$ cat src/sv/nscd_pkg.sv
`timescale 1ns / 1ps
package nscd_pkg;
  localparam int RW            = 64;
  localparam int PW            = 33;
  localparam int NBW           = 22;
  localparam int DRIVE_BITS    = 24;
  localparam int DRIVE_FRAC    = 16;
  localparam int ROOT_IN_FRAC  = 32;
  localparam int ROOT_OUT_FRAC = 16;
  localparam int ROOT_STEPS    = 32;
  localparam int LANES         = 2;
  localparam logic [DRIVE_BITS-1:0] DRIVE_RESET = 24'd65536;

  typedef logic [LANES-1:0][RW-1:0] root_lanes_t;
endpackage

$ cat src/sv/nscd_sqrt_cell.sv
`timescale 1ns / 1ps
module nscd_sqrt_cell #(
  parameter int STEP = 0,
  parameter int TW   = 1
) (
  input  logic                 clk,
  input  logic                 rst_n,
  input  logic                 en,
  input  logic                 valid_i,
  input  nscd_pkg::root_lanes_t rem_i,
  input  nscd_pkg::root_lanes_t root_i,
  input  logic [TW-1:0]        tag_i,
  output logic                 valid_o,
  output nscd_pkg::root_lanes_t rem_o,
  output nscd_pkg::root_lanes_t root_o,
  output logic [TW-1:0]        tag_o
);
  localparam logic [nscd_pkg::RW-1:0] BIT = nscd_pkg::RW'(1) << (62 - 2 * STEP);

  logic                  valid_r;
  nscd_pkg::root_lanes_t rem_r, rem_nxt, root_r, root_nxt;
  logic [TW-1:0]         tag_r;
  logic [nscd_pkg::RW-1:0] trial;

  always_comb begin
    trial = '0;
    for (int l = 0; l < nscd_pkg::LANES; l++) begin
      trial = root_i[l] + BIT;
      if (rem_i[l] >= trial) begin
        rem_nxt[l]  = rem_i[l] - trial;
        root_nxt[l] = (root_i[l] >> 1) + BIT;
      end else begin
        rem_nxt[l]  = rem_i[l];
        root_nxt[l] = root_i[l] >> 1;
      end
    end
  end

  always_ff @(posedge clk) begin
    if (!rst_n) begin
      valid_r <= 1'b0;
    end else if (en) begin
      valid_r <= valid_i;
    end
  end

  always_ff @(posedge clk) begin
    if (en) begin
      rem_r  <= rem_nxt;
      root_r <= root_nxt;
      tag_r  <= tag_i;
    end
  end

  assign valid_o = valid_r;
  assign rem_o   = rem_r;
  assign root_o  = root_r;
  assign tag_o   = tag_r;
endmodule

$ cat config.mk
export PLATFORM = sky130hd
export DESIGN_NAME = nscd_sqrt_cell
export DESIGN_NICKNAME = d
export VERILOG_FILES = /design/src/sv/nscd_pkg.sv /design/src/sv/nscd_sqrt_cell.sv
export SDC_FILE = /design/constraint.sdc
export NUM_CORES = 1
export LEC_CHECK = 0
export ABC_AREA = 1
export BUFFER_PORTS_ARGS = -buffer_cell sky130_fd_sc_hd__buf_4
export CAP_MARGIN = 20
export CORE_ASPECT_RATIO = 0.8
export CORE_UTILIZATION = 55
export CTS_BUF_LIST = sky130_fd_sc_hd__clkbuf_16
export CTS_CLUSTER_SIZE = 16
export DETAILED_ROUTE_END_ITERATION = 16
export PLACE_DENSITY = 0.83
export SYNTH_ARGS = -nofsm -noshare
export SYNTH_HDL_FRONTEND = slang
export SYNTH_SLANG_ARGS = --single-unit
export TNS_END_PERCENT = 1
$ cat constraint.sdc
create_clock -name clk -period 2.46 [get_ports clk]
set_input_delay 0.123 -clock clk [delete_from_list [all_inputs] [get_ports clk]]
set_output_delay 0.123 -clock clk [all_outputs]
set_load 0.01 [all_outputs]
==> results of run 1 <==
[through the flow]
step           utilization (%)  cells  hold slack (ns)  area (sq um)  setup slack [ns]
2_1_floorplan                -   3429            0.216         22000             0.349
3_3_place_gp              70.9   4646            0.303         28000            -0.131
3_5_place_dp              70.9   4646            0.311         28000            -0.167
4_1_cts                   79.6   4953            0.133         31400           0.00106
[metal layers]
layer	overflow	GRT usage [%]
met5	4	43.7
met4	14	61.3
met3	17	65.3
met2	5	85.5
met1	2	79.0
[kinds of logic after synthesis]
logic type	count (synthesis)
fa+ha+maj	130
xor+xnor	64
buf+inv	841
flops	258
compound gates	106
simple gates	2030
[timing repair]
item                      in CTS
hold buffers                 258
resized for setup              0
hold endpoints to repair     292
==> flow_metrics.env, run 1 <==
export IMPL_status="did not finish"
export IMPL_stop_stage="global routing"
export IMPL_run_stop_error="[ERROR GRT-0232] Routing congestion too high. Check the congestion heatmap in the GUI."
export IMPL_place_gp_congestion=1.09
export IMPL_crit_endpoint="rem_o[62]$_DFFE_PP_/D"
export IMPL_synth_cell_types=33
export IMPL_numPortBuffers=518
export IMPL_grt_max_degree=78
export IMPL_clockRootBuffer="clkbuf_16"
export IMPL_seq_area_frac_synth_pct=35.2
export IMPL_cts_num_sinks=258
export IMPL_worst_path_end_type="register data pin"
export IMPL_clock_path_buffers=3
export IMPL_ys_warn_count=0
export IMPL_synthArstFlopShare_pct=0
export IMPL_yosysTopAreaCell="edfxtp_1"
export IMPL_track_usage_pct=74.5
export IMPL_synthCells=3429
export IMPL_synth_area_sq_um=22000
export IMPL_yosys_top_cells_area="edfxtp_1, nand2_1, inv_1"
export IMPL_io_pins=519
export IMPL_dp_hpwl_um=75000
export IMPL_synth_edf_count=257
export IMPL_synthAdderAreaFrac_pct=7.46
export IMPL_num_rows=65
export IMPL_yosysMostFrequentCell="nand2_1"
export IMPL_cts_buffers=27
export IMPL_synth_xor_area_share_pct=2.55
export IMPL_muxShareOfSynthArea_pct=0
export IMPL_grt_overflow=42
export IMPL_synth_compound_area_share_pct=2.48
export IMPL_synth_top_flop_cell="edfxtp_1"
export IMPL_die_y_um=181
export IMPL_post_cts_setup_buffers=0
export IMPL_synthSimpleGateAreaFrac_pct=37.4
export IMPL_netlist_top_cells_count="nand2_1, inv_1, edfxtp_1"
export IMPL_avgSynthCellArea_sq_um=6.42
export IMPL_start_util_pct=55.8
export IMPL_fp_dieW_um=226
export IMPL_synth_top_area_share_pct=35.1
export IMPL_syn_nets=3820
export IMPL_htree_num_levels=1
export IMPL_ys_seq_elements=258
export IMPL_synth_top_family_by_area="simple AND/OR/NAND/NOR gates"
==> run 2, diff against run 1 <==
Settings changed: CORE_ASPECT_RATIO 0.8 to not set, CORE_UTILIZATION 55 to 40, CTS_BUF_LIST sky130_fd_sc_hd__clkbuf_16 to not set, CTS_CLUSTER_SIZE 16 to not set, PLACE_DENSITY 0.83 to not set, PLACE_DENSITY_LB_ADDON set to 0.15.
==> run 2 against run 1 <==
  * The flow now finishes without violations
  * Synthesized cell count is the same
  * Synthesized area did not move
==> flow_metrics.env, run 2 <==
export IMPL_first_pass_iters=6
export IMPL_skew_ns=0
export IMPL_cts_num_sinks=258
export IMPL_ys_seq_elements=258
export IMPL_wl_um=89500
export IMPL_fmax_ghz=0.411
export IMPL_cts_buffers=30
export IMPL_yosysMostFrequentCell="nand2_1"
export IMPL_viasPerCell=4.70
export IMPL_post_route_period_util_pct=98.9
export IMPL_ff_latch_area_sq_um=7740
export IMPL_finalPower_w=0.0167
export IMPL_clock_path_buffers=3
export IMPL_path_clk_slew_ns=0.06
export IMPL_syn_nets=3820
export IMPL_leakage_nw=18.1
export IMPL_synthCells=3429
export IMPL_io_pins=519
export IMPL_crit_arrival_ns=2.77
export IMPL_avgSynthCellArea_sq_um=6.42
export IMPL_max_cap_violations=0
export IMPL_layout_common_cells="nand2_1, inv_1, buf_4"
export IMPL_layout_nets=4823
export IMPL_core_area_sq_um=54100
export IMPL_yosysTopAreaCell="edfxtp_1"
export IMPL_layout_commonest_cell="nand2_1"
export IMPL_die_y_um=237
export IMPL_track_usage_pct=31.2
export IMPL_place_gp_congestion=1.00
export IMPL_reg2reg_setup_slack_ns=1.22
export IMPL_crit_path_end_kind="register"
export IMPL_fillers=5241
export IMPL_cts_tree="yes"
export IMPL_hold_class="in2reg"
export IMPL_hold_violations=0
export IMPL_synth_cell_types=33
export IMPL_required_ns=2.80
export IMPL_regToRegEndpoint="valid_o"
export IMPL_setup_tns_ns=0
export IMPL_num_vias=24191
export IMPL_r2r_start="valid_o"
export IMPL_drv_slew=0
export IMPL_grt_pass1_vias=23054
export IMPL_start_kind="primary input"
export IMPL_drt_initial_drc_count=1866
export IMPL_ir_drop_uv=538
export IMPL_post_cts_setup_buffers=0
export IMPL_start_util_pct=40.6
export IMPL_drive_above_1_share_pct=20.5
export IMPL_netlist_top_cells_count="nand2_1, inv_1, edfxtp_1"
export IMPL_rsz0062_at_grt="true"
export IMPL_clock_latency_ns=0.60
export IMPL_whs_path_depth=4
export IMPL_reg2reg_depth=3
export IMPL_yosys_top_cells_area="edfxtp_1, nand2_1, inv_1"
export IMPL_seq_area_frac_synth_pct=35.2
export IMPL_period_needed_ns=2.43
export IMPL_antennaDiodeCount=0
export IMPL_setup_viol=0
export IMPL_grt_overflow=0
export IMPL_slew_headroom_pct=65.4
export IMPL_grt_max_degree=64
export IMPL_route_detailed_drc=0
export IMPL_fp_dieW_um=237
export IMPL_synth_area_sq_um=22000
export IMPL_htree_num_levels=1
export IMPL_synth_top_flop_cell="edfxtp_1"
export IMPL_die_area_sq_um=55900
export IMPL_numPortBuffers=518
export IMPL_clockRootBuffer="clkbuf_16"
export IMPL_dp_hpwl_um=73500
export IMPL_ant_nets=0
export IMPL_status="complete, no violations"
export IMPL_ys_warn_count=0
export IMPL_area_growth_pct=45.9
export IMPL_synthArstFlopShare_pct=0
export IMPL_critPathMaxFanout=4
export IMPL_synth_top_area_share_pct=35.1
export IMPL_grt_pass1_wl_um=134000
export IMPL_tightest_slew_ns=0.516
export IMPL_synth_edf_count=257
export IMPL_multiInputGateArea_sq_um=11100
export IMPL_p_per_area_nw_per_um2=520
export IMPL_antenna_found_initial=2
export IMPL_critical_path_class="in2reg"
export IMPL_hold_path_end="rem_o[0]"
export IMPL_num_rows=85
export IMPL_hp_start="rem_i[0]"
export IMPL_wl_per_cell_um=17.4
[run 2: area by class of cell]
class / count / share of cell area [%]
Clock inverter: 19 / 0.573
Multi-Input combinational cell: 2330 / 34.7
Sequential cell: 258 / 24.1
Inverter: 815 / 9.55
Tap cell: 696 / 2.71
Clock buffer: 35 / 2.46
Timing Repair Buffer: 997 / 25.9
[run 2: what timing repair did]
| item | in CTS | in global routing |
|---|---|---|
| gates resized for setup | 0 | 49 |
| hold buffers | 257 | 0 |
| endpoints found under the hold margin | 297 | 0 |
| endpoints found under the setup margin | 0 | 129 |
[run 2: cells by family (layout without fill, tap and decap cells)]
logic type / count (synthesis) / in the layout / synth area share [%]
simple gates: 2030 / 2030 / 37.4
buf+inv: 841 / 1866 / 14.9
flops: 258 / 258 / 35.2
fa+ha+maj: 130 / 130 / 7.46
compound gates: 106 / 106 / 2.48
xor+xnor: 64 / 64 / 2.55
[run 2: metrics by stage]
step / hold slack (ns) / util (%) / cells / worst slack (ns) / instance area (sq um)
after global placement: 0.301 / 52.4 / 4839 / -0.0336 / 28400
final: 0.0618 / 59.3 / 5150 / 0.0269 / 32100
after floorplan: 0.216 / - / 3429 / 0.349 / 22000
after detailed placement: 0.303 / 52.4 / 4839 / -0.0772 / 28400
after CTS: 0.0345 / 59.0 / 5150 / 0.0467 / 31900
after global routing: 0.0386 / 59.3 / 5150 / -0.0159 / 32100
[run 2: report_power, final]
group	internal, W	switching, W	leakage, nW	total (W)
Combinational	0.00274	0.00369	15.1	0.00643
Clock	0.00260	0.00197	0.475	0.00457
Sequential	0.00551	0.000183	2.52	0.00570
[run 2: worst max-delay path by stage]
stage / endpoint / cells past startpoint / from
floorplan: rem_o[55] / 18 / rem_i[0]
global placement: rem_o[56] / 19 / rem_i[0]
detailed placement: rem_o[22] / 19 / rem_i[0]
CTS: rem_o[126] / 20 / rem_i[64]
global route: rem_o[99] / 18 / root_i[99]
finish: rem_o[44] / 15 / root_i[42]
[run 2: worst max-delay path, cell delays in order]
cell           delay, ns
dlygate4sd3_1       0.54
buf_4               0.12
inv_1               0.10
ha_1                0.42
nand2_1             0.12
nor2_1              0.17
buf_4               0.14
nand2_1             0.09
nor2_2              0.18
buf_4               0.15
nand3_1             0.21
nand3_1             0.17
nand2_1             0.06
nand3_1             0.10
nand2_1             0.06
[run 2: layer usage]
layer / wire, um / track usage [%] / share of wire [%]
met4: 1190 / 4.66 / 1.3
met2: 39100 / 49.4 / 44
met5: 31 / 0 / 0.035
met3: 5940 / 4.09 / 6.6
met1: 43200 / 46.0 / 48
(Power assumes the default switching activity.)
