--- src/sv/nscd_pkg.sv ---
`timescale 1ns / 1ps
package nscd_pkg;
  localparam int RW            = 64;
  localparam int PW            = 33;
  localparam int NBW           = 22;
  localparam int DRIVE_BITS    = 24;
  localparam int DRIVE_FRAC    = 16;
  localparam int ROOT_IN_FRAC  = 32;
  localparam int ROOT_OUT_FRAC = 16;
  localparam int ROOT_STEPS    = 32;
  localparam int LANES         = 2;
  localparam logic [DRIVE_BITS-1:0] DRIVE_RESET = 24'd65536;

  typedef logic [LANES-1:0][RW-1:0] root_lanes_t;
endpackage

--- src/sv/nscd_div_cell.sv ---
`timescale 1ns / 1ps
module nscd_div_cell #(
  parameter int K  = 0,
  parameter int NW = 58,
  parameter int QW = 24,
  parameter int TW = 2
) (
  input  logic                      clk,
  input  logic                      rst_n,
  input  logic                      en,
  input  logic                      valid_i,
  input  logic [NW-1:0]             rem_i,
  input  logic [nscd_pkg::PW-1:0]   p_i,
  input  logic [QW-1:0]             q_i,
  input  logic [TW-1:0]             tag_i,
  output logic                      valid_o,
  output logic [NW-1:0]             rem_o,
  output logic [nscd_pkg::PW-1:0]   p_o,
  output logic [QW-1:0]             q_o,
  output logic [TW-1:0]             tag_o
);
  logic                    valid_r;
  logic [NW-1:0]           rem_r, rem_nxt, dsr;
  logic [nscd_pkg::PW-1:0] p_r;
  logic [QW-1:0]           q_r, q_nxt;
  logic [TW-1:0]           tag_r;

  always_comb begin
    dsr     = NW'(p_i) << K;
    rem_nxt = rem_i;
    q_nxt   = q_i;
    if (rem_i >= dsr) begin
      rem_nxt  = rem_i - dsr;
      q_nxt[K] = 1'b1;
    end
  end

  always_ff @(posedge clk) begin
    if (!rst_n) begin
      valid_r <= 1'b0;
    end else if (en) begin
      valid_r <= valid_i;
    end
  end

  always_ff @(posedge clk) begin
    if (en) begin
      rem_r <= rem_nxt;
      p_r   <= p_i;
      q_r   <= q_nxt;
      tag_r <= tag_i;
    end
  end

  assign valid_o = valid_r;
  assign rem_o   = rem_r;
  assign p_o     = p_r;
  assign q_o     = q_r;
  assign tag_o   = tag_r;
endmodule

--- config.mk ---
export PLATFORM = sky130hd
export DESIGN_NAME = nscd_div_cell
export DESIGN_NICKNAME = d
export VERILOG_FILES = /design/src/sv/nscd_pkg.sv /design/src/sv/nscd_div_cell.sv
export SDC_FILE = /design/constraint.sdc
export NUM_CORES = 1
export LEC_CHECK = 0
export BUFFER_PORTS_ARGS = -buffer_cell sky130_fd_sc_hd__buf_2
export CORE_UTILIZATION = 54
export DETAILED_ROUTE_END_ITERATION = 6
export HOLD_SLACK_MARGIN = 0.1
export PLACE_DENSITY_LB_ADDON = 0.08
export RECOVER_POWER = 25
export SLEW_MARGIN = 20
export SYNTH_ARGS = -nofsm -noshare
export SYNTH_HDL_FRONTEND = slang
export SYNTH_SLANG_ARGS = --single-unit
--- constraint.sdc ---
create_clock -name clk -period 5.95 [get_ports clk]
set_clock_uncertainty 0.15 [all_clocks]
set_input_delay 0.8925 -clock clk [delete_from_list [all_inputs] [get_ports clk]]
set_output_delay 0.8925 -clock clk [all_outputs]
set_load 0.03 [all_outputs]
==> out/qor.json, run 1 <==
{
  "run_status": {"value": "finished with violations"},
  "failed_checks": {"value": "max-capacitance violations, max-slew violations"},
  "grt_overflow_total": {"value": 0},
  "mostFrequentLayoutCell": {"value": "sky130_fd_sc_hd__buf_2"},
  "p_int": {"value": 1.92, "unit": "mW"},
  "cp_data_required_time": {"value": 5940, "unit": "ps"},
  "slew_viol_final": {"value": 58},
  "routed_wirelength": {"value": 17500, "unit": "um"},
  "clock-sinks": {"value": 118},
  "worstHoldPathCells": {"value": 2},
  "fin_util": {"value": 0.709},
  "num_io_pins": {"value": 239},
  "post_cts_resized": {"value": 0},
  "report.final.setup_viol": {"value": 0},
  "detail_route.vias_per_cell": {"value": 5.65},
  "antenna_found_initial": {"value": 1},
  "insertion_delay": {"value": 410, "unit": "ps"},
  "core_area": {"value": 0.0120, "unit": "mm^2"},
  "synthesis.yosys.warnings": {"value": 0},
  "worst-endpoint-arrival": {"value": 4190, "unit": "ps"},
  "final-hold-violation-count": {"value": 0},
  "crit_chain": {"value": "buf_2 -> inv_1 -> ha_1 -> inv_1 -> fa_1 -> a21o_1 -> a221oi_2 -> nor4_2 -> o211ai_1 -> a311oi_2 -> nor2_2 -> nor4b_1 -> xor2_1"},
  "min_clock_period_post_route": {"value": 4190, "unit": "ps"},
  "cts_setup_buffers": {"value": 0},
  "netlist-cell-type-count": {"value": 65},
  "diodes": {"value": 0},
  "power_frac_comb": {"value": 0.227},
  "starting_density_of_the_core": {"value": 0.556},
  "category_of_the_worst_setup_path_launch_point": {"value": "input port"},
  "clock_power_share": {"value": 0.389},
  "floorplan.die.width": {"value": 113, "unit": "um"},
  "asr_flop_ratio_synth": {"value": 0},
  "clock_tree_from_tritoncts": {"value": "yes"},
  "crit_family": {"value": "compound AO/OA/AOI/OAI gates"},
  "worst-setup-path-type": {"value": "input port to flip-flop"},
  "power-per-cell-area": {"value": 319, "unit": "mW/mm^2"},
  "total_of_hold_buffers_inserted_after_clock_tree_synthesis": {"value": 0},
  "grt_setup_unrepaired": {"value": "false"},
  "worst_reg_to_reg_path_cell_count": {"value": 2},
  "power_frac_seq": {"value": 0.385},
  "post_route_cells_drive_above_1_share": {"value": 0.325},
  "timing.hold.worst.class": {"value": "flip-flop to flip-flop"},
  "drv.max_cap_violation_count": {"value": 1},
  "highest_fanout_seen_on_the_critical_path": {"value": 22},
  "route.detailed.drc": {"value": 0},
  "setup_tns": {"value": 0, "unit": "ps"},
  "synth_seq_area_share": {"value": 0.529},
  "mappedNetlistArea": {"value": 0.00667, "unit": "mm^2"},
  "max_slew_margin": {"value": -1.03},
  "gp_congestion": {"value": 0.858},
  "dp_hpwl": {"value": 13100, "unit": "um"},
  "final.period_utilization": {"value": 0.704},
  "vdd.ir_drop.worst": {"value": 0.000177, "unit": "V"},
  "dr_wl_cell": {"value": 17.6, "unit": "um"},
  "first_global_vias": {"value": 5477},
  "via_count": {"value": 5605},
  "signed_area_change_from_the_synthesized_netlist_to_the_final_layout": {"value": 27.6, "unit": "%"},
  "first_iteration_detailed_routing_drc_count": {"value": 362},
  "worst-slew-pin-transition": {"value": 3050, "unit": "ps"},
  "vertical_extent_of_the_die": {"value": 113, "unit": "um"},
  "synth_enable_flop_cells": {"value": 117},
  "worst_setup_path_end_kind": {"value": "flip-flop"},
  "achievable-frequency": {"value": 239, "unit": "MHz"},
  "power.share.switching": {"value": 0.293},
  "postSynthRegisterBits": {"value": 118},
  "synthCells": {"value": 600},
  "cts.htree.levels": {"value": 4},
  "placementRows": {"value": 40},
  "clk_pin_slew_worst_paths": {"value": 50, "unit": "ps"},
  "cts_root_buf": {"value": "sky130_fd_sc_hd__clkbuf_16"},
  "layout_common_cells": {"value": "sky130_fd_sc_hd__buf_2, sky130_fd_sc_hd__edfxtp_1, sky130_fd_sc_hd__nand2_1"},
  "worstSetupPathDepth": {"value": 13},
  "design.final.nets": {"value": 988},
  "critical-path-max-stage-delay": {"value": 830, "unit": "ps"},
  "design.die.area": {"value": 0.0128, "unit": "mm^2"},
  "switching_power": {"value": 0.795, "unit": "mW"},
  "cp_common_cell": {"value": "sky130_fd_sc_hd__inv_1"},
  "postSynthAreaPerCell": {"value": 11.1, "unit": "um^2"},
  "drt-pass1-iter-count": {"value": 5},
  "route.antenna.remaining_nets": {"value": 0},
  "wire_length_of_the_first_global_routing_pass": {"value": 27400, "unit": "um"},
  "p_leak": {"value": 3.61, "unit": "nW"},
  "cts_inserted_buffers": {"value": 17},
  "critical_path_buf_inv_count": {"value": 3},
  "io_buffers": {"value": 238},
  "max-clock-path-buffers": {"value": 2},
  "globalRouteTotalUtil": {"value": 0.278},
  "worst_path_max_delay_cell": {"value": "sky130_fd_sc_hd__nor2_2"},
  "synth_ff_type": {"value": "sky130_fd_sc_hd__edfxtp_1"},
  "mappedNetlistNets": {"value": 755},
  "grt_start_max_net_pins": {"value": 63}
}
-- synthesized netlist by cell type (all sizes together) (9+ instances only) --
cell / count / area, um^2
buf: 10 / 68.8
xor2: 21 / 184
nand2: 46 / 173
nor3: 12 / 71.3
o21ai: 27 / 139
xnor2: 34 / 298
ha: 33 / 413
edfxtp: 117 / 3510
nor4: 9 / 75.1
nand3: 18 / 90.1
inv: 39 / 146
nand4: 19 / 134
nor2: 46 / 175
a21o: 14 / 105
a21oi: 54 / 304
clkbuf: 15 / 56.3
-- worst paths after layout --
kind	to	slack, ps	from
worst max-delay path	rem_o[43]	1760	rem_i[0]
worst min-delay path	valid_o	380	valid_o
worst max register to register	valid_o	5210	valid_o
worst min register to register	valid_o	380	valid_o
-- worst reg2reg max path: cells and delay by family, from the launching register on --
family,cells,cell delay (ps)
flops,1,310
simple gates,1,60
mux,1,120
-- power by group through the flow --
stage	clock network (mW)	logic, mW	registers (mW)
finish	1.06	0.615	1.04
global route	1.10	0.658	1.05
CTS	1.07	0.616	1.04
detailed placement	0	0.613	1.06
global placement	0	0.603	1.06
floorplan	0	0.229	1.24
-- registers in the layout, summed over array words and instances, names as in the netlist --
register and count:
q_o 24, tag_o 2, valid_o 1, p_o 33, rem_o 58
-- cell families (layout without fill, tap and decap cells) --
logic type,after synthesis,count (layout),synth area share
XOR/XNOR,55,55,0.0722
adder cells (fa/ha/maj),34,34,0.0649
flip-flops,118,118,0.529
buffers and inverters,64,309,0.0407
multiplexers,1,1,0.00150
AO/OA/AOI/OAI,132,132,0.132
AND/OR/NAND/NOR,196,196,0.159
-- routing by layer --
metal / routed length, um / share of wire / GRT usage / up-vias
met3: 1050 / 0.060 / 0.0600 / 40
met5: 13 / 0.00074 / 0 / -
met1: 7020 / 0.40 / 0.330 / 2638
met2: 8930 / 0.51 / 0.487 / 228
li1: - / - / - / 2697
met4: 451 / 0.026 / 0.118 / 2
-- per-stage QoR --
| stage | total power, mW | setup slack, ps | instances | hold slack (ps) | area [um^2] |
|---|---|---|---|---|---|
| floorplan | 1.47 | 2270 | 600 | 490 | 6670 |
| global placement | 1.66 | 1480 | 961 | 341 | 7930 |
| detailed placement | 1.67 | 1390 | 961 | 373 | 7940 |
| CTS | 2.73 | 1820 | 992 | 386 | 8540 |
| global route | 2.81 | 1560 | 992 | 420 | 8510 |
| finish | 2.71 | 1760 | 992 | 377 | 8510 |
-- area by class of cell --
cell class	instances	area (um^2)
tap	147	184
fill	967	3500
inverter	39	146
multi-input combinational	418	2870
timing repair buffer	239	1170
clock buffer	17	425
clock inverter	14	183
sequential	118	3530
No activity file was read; power rests on OpenSTA's default activity.
==> run 2, diff against run 1 <==
- CORE_UTILIZATION: 54 -> 51
- clock period: 5.95 -> 4 ns (I/O delays scaled with it)
==> out/qor.json, run 2 (synthesis results as in run 1) <==
{
  "max_slew_margin": {"value": -1.09, "change": "-0.0597"},
  "mostFrequentLayoutCell": {"value": "sky130_fd_sc_hd__buf_2"},
  "place.detailed.instances": {"value": 993, "change": "+3.3%"},
  "cp_common_cell": {"value": "sky130_fd_sc_hd__inv_1"},
  "layout_common_cells": {"value": "sky130_fd_sc_hd__buf_2, sky130_fd_sc_hd__edfxtp_1, sky130_fd_sc_hd__nand2_1"},
  "route.detailed.drc": {"value": 0, "change": "unchanged"},
  "io_buffers": {"value": 238, "change": "unchanged"},
  "setup_tns": {"value": 0, "unit": "ps", "change": "unchanged"},
  "post_route_cells_drive_above_1_share": {"value": 0.336, "change": "+0.0110"},
  "report.final.setup_viol": {"value": 0, "change": "unchanged"},
  "cts_root_buf": {"value": "sky130_fd_sc_hd__clkbuf_16"},
  "clock_power_share": {"value": 0.373, "change": "-0.016"},
  "route.antenna.remaining_nets": {"value": 0, "change": "unchanged"},
  "power-per-cell-area": {"value": 459, "unit": "mW/mm^2", "change": "+44%"},
  "detail_route.vias_per_cell": {"value": 5.51, "change": "-2.5%"},
  "drv.max_cap_violation_count": {"value": 1, "change": "unchanged"},
  "design.final.nets": {"value": 995, "change": "+0.71%"},
  "critical-path-max-stage-delay": {"value": 410, "unit": "ps", "change": "-420 ps"},
  "clk_pin_slew_worst_paths": {"value": 60, "unit": "ps", "change": "about the same"},
  "via_count": {"value": 5652, "change": "+0.84%"},
  "grt_start_max_net_pins": {"value": 63, "change": "unchanged"},
  "cts_inserted_buffers": {"value": 17, "change": "unchanged"},
  "wire_length_of_the_first_global_routing_pass": {"value": 25800, "unit": "um", "change": "-5.9%"},
  "drt-pass1-iter-count": {"value": 7, "change": "+2"},
  "grt_overflow_total": {"value": 0, "change": "unchanged"},
  "vdd.ir_drop.worst": {"value": 0.000295, "unit": "V", "change": "+66%"},
  "total_of_hold_buffers_inserted_after_clock_tree_synthesis": {"value": 0, "change": "unchanged"},
  "final-hold-violation-count": {"value": 0, "change": "unchanged"},
  "core_area": {"value": 0.0127, "unit": "mm^2", "change": "+5.5%"},
  "num_io_pins": {"value": 239, "change": "unchanged"},
  "worst-endpoint-arrival": {"value": 3440, "unit": "ps", "change": "-750 ps"},
  "dp_hpwl": {"value": 13100, "unit": "um", "change": "-0.38%"},
  "worst_setup_path_end_kind": {"value": "flip-flop"},
  "cts_setup_buffers": {"value": 0, "change": "unchanged"},
  "failed_checks": {"value": "max-capacitance violations, max-slew violations"},
  "gp_congestion": {"value": 0.851, "change": "-0.83%"},
  "finalNonFillerCells": {"value": 1026, "change": "+3.4%"},
  "vertical_extent_of_the_die": {"value": 116, "unit": "um", "change": "+2.8%"},
  "final.period_utilization": {"value": 0.855},
  "power_frac_comb": {"value": 0.233, "change": "+0.006"},
  "globalRouteTotalUtil": {"value": 0.254, "change": "-0.0238"},
  "worst-setup-path-type": {"value": "input port to flip-flop"},
  "crit_chain": {"value": "buf_2 -> inv_1 -> ha_1 -> inv_1 -> fa_1 -> a21o_1 -> a221oi_2 -> nor4_2 -> o211ai_1 -> a311oi_2 -> or2_2 -> buf_4 -> nand4_1 -> xnor2_1"},
  "ff2ff_setup_slack": {"value": 3190, "unit": "ps", "change": "-2020 ps"},
  "clock-sinks": {"value": 118, "change": "unchanged"},
  "cp_data_required_time": {"value": 4020, "unit": "ps", "change": "-1920 ps"},
  "timing.hold.worst.class": {"value": "input port to flip-flop"},
  "p_int": {"value": 2.69, "unit": "mW", "change": "+40%"},
  "signed_area_change_from_the_synthesized_netlist_to_the_final_layout": {"value": 28.6, "unit": "%"},
  "cp-startpoint": {"value": "rem_i[0]"},
  "endpoint_of_the_lowest_slack_register_to_register_path": {"value": "valid_o"},
  "highest_fanout_seen_on_the_critical_path": {"value": 34, "change": "+55%"},
  "worst-slew-pin-transition": {"value": 3140, "unit": "ps", "change": "+89.6 ps"},
  "slew_viol_final": {"value": 57, "change": "-1.7%"},
  "routed_wirelength": {"value": 17200, "unit": "um", "change": "-1.2%"},
  "starting_density_of_the_core": {"value": 0.527, "change": "-0.0289"},
  "run_status": {"value": "finished with violations"},
  "timing.rr.start": {"value": "valid_o"},
  "achievable-frequency": {"value": 292, "unit": "MHz"},
  "antenna_found_initial": {"value": 1, "change": "unchanged"},
  "switching_power": {"value": 1.25, "unit": "mW", "change": "+57%"},
  "grt_setup_unrepaired": {"value": "false"},
  "clock_tree_from_tritoncts": {"value": "yes"},
  "min_clock_period_post_route": {"value": 3420, "unit": "ps"},
  "dr_wl_cell": {"value": 16.8, "unit": "um", "change": "-4.5%"},
  "first_global_vias": {"value": 5444, "change": "-0.60%"},
  "worstSetupEndpoint": {"value": "rem_o[42]"},
  "placementRows": {"value": 41, "change": "+2.5%"},
  "p_leak": {"value": 3.63, "unit": "nW", "change": "+0.49%"},
  "floorplan.die.width": {"value": 116, "unit": "um", "change": "+2.8%"},
  "design.die.area": {"value": 0.0135, "unit": "mm^2", "change": "+5.8%"},
  "max-clock-path-buffers": {"value": 2, "change": "unchanged"},
  "post_cts_resized": {"value": 0, "change": "unchanged"},
  "worst_reg_to_reg_path_cell_count": {"value": 2, "change": "unchanged"},
  "category_of_the_worst_setup_path_launch_point": {"value": "input port"},
  "power.share.switching": {"value": 0.317, "change": "+0.0235"},
  "power_after_layout": {"value": 3.94, "unit": "mW", "change": "+45%"},
  "first_iteration_detailed_routing_drc_count": {"value": 347, "change": "-4.1%"},
  "fin_hold_ws": {"value": 196, "unit": "ps", "change": "-181 ps"},
  "worst_slack": {"value": 579, "unit": "ps", "change": "-1180 ps"},
  "worst_path_max_delay_cell": {"value": "sky130_fd_sc_hd__fa_1"},
  "pre_cts_slack": {"value": 152, "unit": "ps", "change": "-1240 ps"},
  "largest_reg_flops": {"value": 58, "change": "unchanged"},
  "power_frac_seq": {"value": 0.394, "change": "+0.009"},
  "cts.htree.levels": {"value": 4, "change": "unchanged"},
  "insertion_delay": {"value": 420, "unit": "ps", "change": "about the same"},
  "nFillCells": {"value": 1043, "change": "+7.9%"}
}
==> run 2: worst max-delay path: cells and delay by family <==
| family | cells | cell delay, ps |
|---|---|---|
| AOI/OAI and AO/OA | 4 | 1130 |
| xor gates and xnor gates | 1 | 80 |
| adders and majority gates | 2 | 580 |
| buffers and inverters | 4 | 480 |
| and+or+nand+nor | 3 | 580 |
==> run 2: stage by stage <==
step                instance area (um^2)  utilization
floorplan                           6670            -
detailed placement                  8030        0.634
finish                              8580        0.677
global route                        8580        0.677
CTS                                 8600        0.679
global placement                    8030        0.634
==> run 2: area by class of cell <==
cell class	count	area, um^2	share of cell area
multi-input cells	418	2870	0.334
flip-flops and latches	118	3530	0.412
clock buffers	17	425	0.0496
clock inverters	15	145	0.0169
inverters	39	146	0.0171
repair buffers	246	1240	0.145
well taps	172	215	0.0251
diodes	1	2.50	0.000292
==> run 2: worst min path at each step <==
| stage | depth (start not counted) | slack [ps] | from | to |
|---|---|---|---|---|
| floorplan | 2 | 490 | valid_o | valid_o |
| global placement | 2 | 340 | valid_o | valid_o |
| detailed placement | 2 | 370 | valid_o | valid_o |
| CTS | 1 | 190 | q_i[13] | q_o[13] |
| global route | 1 | 180 | q_i[7] | q_o[7] |
| finish | 1 | 200 | q_i[13] | q_o[13] |
==> run 2: routing by layer <==
metal | share of wire | global-route usage
met5 | 0.00075 | 0
met2 | 0.50 | 0.442
met4 | 0.021 | 0.106
met3 | 0.078 | 0.0727
met1 | 0.40 | 0.292
==> run 2: power groups by stage <==
stage	clock network (mW)	logic, mW	registers, mW
floorplan	0	0.341	1.84
global placement	0	0.905	1.57
detailed placement	0	0.914	1.57
CTS	1.49	0.918	1.55
global route	1.54	0.986	1.56
finish	1.47	0.917	1.55
